===== config.mk =====
export PLATFORM = sky130hd
export DESIGN_NAME = rse_cell
export DESIGN_NICKNAME = d
export VERILOG_FILES = /design/src/rtl/reed_solomon_systematic_encoder_defines.svh /design/src/rtl/rse_pkg.sv /design/src/rtl/rse_cell.sv
export SDC_FILE = /design/constraint.sdc
export NUM_CORES = 1
export LEC_CHECK = 0
export BUFFER_PORTS_ARGS = -buffer_cell sky130_fd_sc_hd__buf_4
export CAP_MARGIN = 20
export CORE_MARGIN = 4
export CORE_UTILIZATION = 45
export DETAILED_ROUTE_END_ITERATION = 7
export PLACE_DENSITY = 0.64
export SYNTH_ARGS = -nofsm -noshare
export SYNTH_HDL_FRONTEND = slang
export SYNTH_SLANG_ARGS = --single-unit

===== constraint.sdc =====
create_clock -name clk_i -period 2.8 [get_ports clk_i]
set_clock_uncertainty 0.1 [all_clocks]
set_input_delay 0.56 -clock clk_i [delete_from_list [all_inputs] [get_ports clk_i]]
set_output_delay 0.56 -clock clk_i [all_outputs]
set_load 0.03 [all_outputs]

===== src/rtl/reed_solomon_systematic_encoder_defines.svh =====
// assertion macros used by the encoder top module
`ifndef REED_SOLOMON_SYSTEMATIC_ENCODER_DEFINES_SVH
`define REED_SOLOMON_SYSTEMATIC_ENCODER_DEFINES_SVH

`ifndef SYNTHESIS

// same-cycle implication
`define RSE_ASSERT_SAME(name, clk, rstn, ante, cons) \
  name: assert property (@(posedge clk) disable iff (!rstn) (ante) |-> (cons)) \
    else $error("rse: same-cycle check failed");

// next-cycle implication
`define RSE_ASSERT_NEXT(name, clk, rstn, ante, cons) \
  name: assert property (@(posedge clk) disable iff (!rstn) (ante) |=> (cons)) \
    else $error("rse: next-cycle check failed");

`else

`define RSE_ASSERT_SAME(name, clk, rstn, ante, cons)
`define RSE_ASSERT_NEXT(name, clk, rstn, ante, cons)

`endif

`endif


===== src/rtl/rse_pkg.sv =====
`default_nettype none

package rse_pkg;

  localparam int unsigned MaxParity   = 32;
  localparam int unsigned CountW      = 6;
  localparam int unsigned SymW        = 8;
  localparam int unsigned ResetParity = 16;

  localparam logic [SymW:0]   FieldPoly = 9'h11d;
  localparam logic [SymW:0]   FieldTop  = 9'h100;

  typedef struct packed {
    logic            cfg_clear;
    logic            accept;
    logic            last;
    logic            shift_out;
    logic            gen_step;
    logic [SymW-1:0] fb;
    logic [SymW-1:0] root;
  } cell_ctrl_t;

  // multiply by alpha
  function automatic logic [SymW-1:0] gf_xtime(input logic [SymW-1:0] x);
    logic [SymW:0] s;
    s = {x, 1'b0};
    if ((s & FieldTop) != '0) begin
      s = s ^ FieldPoly;
    end
    return s[SymW-1:0];
  endfunction

  function automatic logic [SymW-1:0] gf_mul(input logic [SymW-1:0] a,
                                             input logic [SymW-1:0] b);
    logic [SymW-1:0] x;
    logic [SymW-1:0] acc;
    x   = a;
    acc = '0;
    for (int i = 0; i < SymW; i++) begin
      if (b[i]) begin
        acc = acc ^ x;
      end
      x = gf_xtime(x);
    end
    return acc;
  endfunction

endpackage

`default_nettype wire


===== src/rtl/rse_cell.sv =====
`default_nettype none

module rse_cell (
  input  wire logic                      clk_i,
  input  wire logic                      rst_ni,
  input  wire rse_pkg::cell_ctrl_t       ctrl_i,
  input  wire logic [rse_pkg::SymW-1:0]  p_up_i,
  input  wire logic [rse_pkg::SymW-1:0]  g_dn_i,
  input  wire logic [rse_pkg::SymW-1:0]  sh_up_i,
  output logic      [rse_pkg::SymW-1:0]  p_o,
  output logic      [rse_pkg::SymW-1:0]  g_o,
  output logic      [rse_pkg::SymW-1:0]  sh_o
);
  import rse_pkg::*;

  logic [SymW-1:0] p_q, p_d;
  logic [SymW-1:0] g_q, g_d;
  logic [SymW-1:0] sh_q, sh_d;
  logic [SymW-1:0] p_next;

  // lfsr stage: upper neighbor plus coefficient times feedback
  assign p_next = p_up_i ^ gf_mul(g_q, ctrl_i.fb);

  always_comb begin
    p_d  = p_q;
    g_d  = g_q;
    sh_d = sh_q;
    if (ctrl_i.cfg_clear) begin
      p_d = '0;
      g_d = '0;
    end else begin
      if (ctrl_i.accept) begin
        p_d = ctrl_i.last ? '0 : p_next;
      end
      // one generator factor (x + root) per step
      if (ctrl_i.gen_step) begin
        g_d = g_q ^ gf_mul(ctrl_i.root, g_dn_i);
      end
    end
    if (ctrl_i.accept && ctrl_i.last) begin
      sh_d = p_next;
    end else if (ctrl_i.shift_out) begin
      sh_d = sh_up_i;
    end
  end

  always_ff @(posedge clk_i or negedge rst_ni) begin
    if (!rst_ni) begin
      p_q <= '0;
      g_q <= '0;
    end else begin
      p_q <= p_d;
      g_q <= g_d;
    end
  end

  always_ff @(posedge clk_i) begin
    sh_q <= sh_d;
  end

  assign p_o  = p_q;
  assign g_o  = g_q;
  assign sh_o = sh_q;

endmodule

`default_nettype wire


; Word level (Yosys, flattened, before mapping)
; Cells that the tools add are included.
[op_classes]
n_mux = 67
bitwise_logic = 30
n_reduce_logical = 4
[op_table]
columns = cell, count
row1 = 8-bit two-way mux, 53
row2 = 8-bit XOR, 16
row3 = 5-bit two-way mux, 14
row4 = 4-bit NOT, 14
row5 = 2-bit nonzero test, 3
row6 = 1-bit logical AND, 1
[word_totals]
regBits = 24
word_cells = 104

; Logic depth before layout (Yosys ltp)
[depth]
depth_word = 35
mapped_depth = 9

; Worst setup path before layout
; Ideal clock, no wire load.
[synth_timing]
kind = register to register
from = register g_q[7], in the netlist g_o[7]
to = register sh_q[7], in the netlist sh_o[7] (data pin)
setup_time_ps = 260
arrival_time_ps = 2179
t_required_ps = 2440
slack_ps = 261
path_stages_with_launch = 8
path_cell_list = dfrtp_1 buf_4 clkbuf_1 mux2_2 a22oi_1 xnor2_1 xnor3_1 mux2_2
[synth_via]
elab_chain_len = 17
[synth_lines]
columns = item, line_no
row1 = from (decl), rse_cell.sv:17  ; logic [SymW-1:0] g_q, g_d;
row2 = from (signal assigned), rse_cell.sv:53  ; g_q <= g_d;
row3 = 8-bit two-way mux, rse_pkg.sv:40  ; if (b[i]) begin
row4 = 8-bit XOR, rse_pkg.sv:41  ; acc = acc ^ x;
row5 = 8-bit two-way mux, rse_pkg.sv:40
row6 = 8-bit XOR, rse_pkg.sv:41
row7 = 8-bit two-way mux, rse_pkg.sv:40
row8 = 8-bit XOR, rse_pkg.sv:41
row9 = 8-bit two-way mux, rse_pkg.sv:40
row10 = 8-bit XOR, rse_pkg.sv:41
row11 = (+2 left out), n/a
row12 = 8-bit two-way mux, rse_pkg.sv:40
row13 = 8-bit XOR, rse_pkg.sv:41
row14 = 8-bit two-way mux *, rse_pkg.sv:40
row15 = 8-bit XOR, rse_pkg.sv:41
row16 = 8-bit two-way mux *, rse_pkg.sv:40
row17 = 8-bit XOR *, rse_cell.sv:22  ; assign p_next = p_up_i ^ gf_mul(g_q, ctrl_i.fb);
row18 = 8-bit two-way mux *, rse_cell.sv:40  ; if (ctrl_i.accept && ctrl_i.last) begin
row19 = via sh_d[7], rse_cell.sv:18  ; logic [SymW-1:0] sh_q, sh_d;
row20 = to (signal assigned), rse_cell.sv:58  ; sh_q <= sh_d;
row21 = to (decl), rse_cell.sv:18
; The timed path passes the listed nets; every way through them passes the cells marked *.
; A chain may end at the register's enable or synchronous reset.

; Worst setup path after layout
[layout_timing]
from = register g_q[7], in the netlist g_o[7]
to = register sh_q[5], in the netlist sh_o[5] (data pin)
[layout_via]
elab_chain_len = 15
[layout_lines]
columns = item, line_no
row1 = 5-bit two-way mux *, rse_pkg.sv:27  ; if ((s & FieldTop) != '0) begin
row2 = 8-bit XOR or 4-bit NOT (tied branches), n/a
row3 = 8-bit two-way mux or 5-bit two-way mux (tied branches), "rse_pkg.sv:40, rse_pkg.sv:27"
row4 = 8-bit XOR or 4-bit NOT (tied branches), n/a
row5 = 8-bit two-way mux or 5-bit two-way mux (tied branches), "rse_pkg.sv:40, rse_pkg.sv:27"
row6 = 8-bit XOR, rse_pkg.sv:41
row7 = 8-bit two-way mux, rse_pkg.sv:40
row8 = 8-bit XOR, rse_pkg.sv:41
row9 = 8-bit two-way mux, rse_pkg.sv:40
row10 = 8-bit XOR, rse_pkg.sv:41
row11 = 8-bit two-way mux, rse_pkg.sv:40
row12 = 8-bit XOR, rse_pkg.sv:41
row13 = 8-bit two-way mux *, rse_pkg.sv:40
row14 = 8-bit XOR *, rse_cell.sv:22
row15 = 8-bit two-way mux *, rse_cell.sv:40
row16 = via sh_d[5], rse_cell.sv:18
; Marked as above.

==> impl_metrics.json <==
{
  "outcome": "finished clean",
  "fin_util_pct": 55.4,
  "synthArstFlopShare_pct": 66.7,
  "rr_worst_depth": 6,
  "vias": 3047,
  "grt_pass1_vias": 2913,
  "syn-cell-area_mm2": 0.00367,
  "critPathKind": "register to register",
  "setup_viol_count_final": 0,
  "period_share_pct": 94.4,
  "start_util_pct": 47.0,
  "die_w_um": 98.3,
  "slew-limit-headroom_pct": 66.2,
  "cts_buffer_depth": 2,
  "worst_ep_required_time_ns": 2.73,
  "num-nets-final": 525,
  "n_antenna_cell": 0,
  "yosysSeqAreaShare_pct": 17.5,
  "fmax_mhz": 378,
  "first_pass_iters": 4,
  "netlist_top_cells_area": "xnor2_1 (18%), xnor3_1 (15%), nand2_1 (11%), dfrtp_1 (11%), xor2_1 (7.6%)",
  "worst_ir_drop_vdd_mv": 0.357,
  "clk_latency_ns": 0.26,
  "dominantRegCellSynth": "dfrtp_1",
  "dpl_cell_area_mm2": 0.00425,
  "io_pins": 71,
  "r2r-end": "sh_o[5]",
  "wire_per_inst_um": 16.3,
  "hold_buffers": 0,
  "ant_nets": 0,
  "power_leakage_nw": 2.02,
  "clock_sinks": 24,
  "row_count": 32,
  "tns_ns": 0,
  "synth_nets": 473,
  "synthCells": 426,
  "tritoncts": "built",
  "drt_iter0_markers": 138,
  "worstPathArrival_ns": 2.57,
  "grtUsageTotal_pct": 19.2,
  "worstMarginPinSlew_ns": 0.507,
  "min_path_type": "input pin to async pin",
  "root_buffer": "clkbuf_8",
  "cp-end-kind": "register",
  "path_max_fanout": 9,
  "fillers": 746,
  "cap_violations": 0,
  "cts.repair.resized": 0,
  "ys_ff_latch": 24,
  "vias_per_cell": 5.26,
  "die_area_mm2": 0.00966,
  "portBuffers": 70,
  "worst_slack_ns": 0.156,
  "dpl.hpwl_um": 7510,
  "hold_viol_final": 0,
  "antenna_found_initial": 0,
  "cts_setup_buffers": 0,
  "start_kind": "register",
  "core_mm2": 0.00781,
  "grt_pass1_wl_um": 15100,
  "avgSynthCellArea_um2": 8.61,
  "yosysUniqueCellTypes": 46,
  "cts.reportedPaths.clkPinSlew_ns": 0.09,
  "p_per_area_mw_per_mm2": 1070,
  "h-tree-depth": 1,
  "wl_um": 9450,
  "rsz0062_at_grt": "no",
  "final_cell_area_mm2": 0.00432,
  "drcViolationCount": 0,
  "synth_largest_area_cell": "xnor2_1",
  "synth_edf_count": 8,
  "regToRegStartpoint": "g_o[7]",
  "synth_top_area_share_pct": 18.2,
  "min_period_ns": 2.64,
  "drive_above_1_share_pct": 22.2,
  "gr-total-overflow": 0,
  "post-place-ws_ns": 0.169,
  "ys.warnings.count": 0,
  "die_h_um": 98.3,
  "ff2ff_setup_slack_ns": 0.16,
  "grt_max_degree": 23,
  "area_delta_synth_final_pct": 17.9,
  "finalWeightedCongestion": 0.868,
  "final_max_slew_viol_count": 0,
  "cts_made_buffers": 3
}
[cell usage after synthesis (2+ instances only)]
library cell    n
nor3_1          2
a2bb2oi_1       2
edfxtp_1        8
clkbuf_1       17
a21oi_1        10
xor2_2          3
nand2b_1       11
nor3b_1         3
xnor3_1        24
buf_2          11
xnor2_1        76
xor2_1         32
o21ai_0         2
nor2_1         22
o21ai_1         2
inv_1           8
o221ai_1        2
a22oi_1        10
mux2_2          6
xnor2_2         6
mux2i_1         2
dfrtp_1        16
xor3_1          3
a31o_1          6
buf_4           7
nand3_1         2
o22ai_1         4
nand2_1       111
[logic make-up after synthesis]
logic type	share of synthesized area, %
simple gates	18.0
xor+xnor	47.2
compound gates	9.01
buf+inv	5.60
flops	17.5
mux	2.70
[worst max path at each step]
stage | start | endpoint | slack (ns) | depth (start not counted)
2_1_floorplan | g_o[7] | sh_o[7] | 0.26 | 7
3_3_place_gp | ctrl_i[6] | g_o[4] | 0.22 | 7
3_5_place_dp | ctrl_i[6] | g_o[4] | 0.17 | 7
4_1_cts | g_o[7] | sh_o[7] | 0.18 | 6
5_1_grt | g_o[7] | p_o[0] | 0.006 | 7
6_report | g_o[7] | sh_o[5] | 0.16 | 6
[stage by stage]
step / hold WS, ns / std cells / total power, W
final: 0.0383 / 579 / 0.00464
after CTS: 0.0392 / 579 / 0.00467
after detailed placement: 0.332 / 575 / 0.00436
after floorplan: 0.164 / 426 / 0.00344
after global routing: 0.0424 / 579 / 0.00496
after global placement: 0.334 / 575 / 0.00430
[critical path: stages (launching register included)]
cell	delay, ns
dfrtp_1	0.65
xor2_2	0.20
xnor2_1	0.45
nand2_1	0.12
xor2_1	0.15
xnor3_1	0.45
mux2_2	0.28
[routing by layer]
metal  track usage (%)  wire length, um  up-vias
li1                  -                -     1482
met1              24.7             3990     1471
met2              35.4             4920       86
met3              1.71              438        8
met4              3.57               93        0
met5                 0                0        -
[report_power, final]
group,switching (W),internal [W]
clock,0.000114,0.000191
sequential,0.000150,0.000525
combinational,0.00181,0.00186
total,0.00207,0.00257
[state kept, by name, indices dropped and copies added, names as in the netlist]
signal	cells
g_o	8
p_o	8
sh_o	8
[area by class of cell]
| cell class | instances | area [um2] | share of cell area, % |
|---|---|---|---|
| inverter | 9 | 33.8 | 0.781 |
| timing repair buffer | 82 | 628 | 14.5 |
| multi-input combinational | 358 | 2820 | 65.3 |
| tap | 102 | 128 | 2.95 |
| sequential | 24 | 641 | 14.8 |
| clock buffer | 3 | 41.3 | 0.955 |
| clock inverter | 1 | 30.0 | 0.695 |
[layout by cell type (no fill, tap or decap), types with 2 or more instances in the layout]
master | synthesis | routed
a31o_1 | 6 | 6
o221ai_1 | 2 | 2
a22oi_1 | 10 | 10
nor3_1 | 2 | 2
o21ai_1 | 2 | 2
nand2_1 | 111 | 111
o21ai_0 | 2 | 2
dfrtp_1 | 16 | 16
nor2_1 | 22 | 22
mux2i_1 | 2 | 2
xor2_1 | 32 | 32
buf_4 | 7 | 81
clkbuf_8 | 0 | 3
xnor2_2 | 6 | 6
nand2b_1 | 11 | 11
xnor2_1 | 76 | 76
a21oi_1 | 10 | 10
xnor3_1 | 24 | 24
xor2_2 | 3 | 3
nand3_1 | 2 | 2
o22ai_1 | 4 | 4
edfxtp_1 | 8 | 8
xor3_1 | 3 | 3
inv_1 | 8 | 8
mux2_2 | 6 | 6
nor3b_1 | 3 | 3
a2bb2oi_1 | 2 | 2
Note: power is estimated with default switching activity, not from simulation.
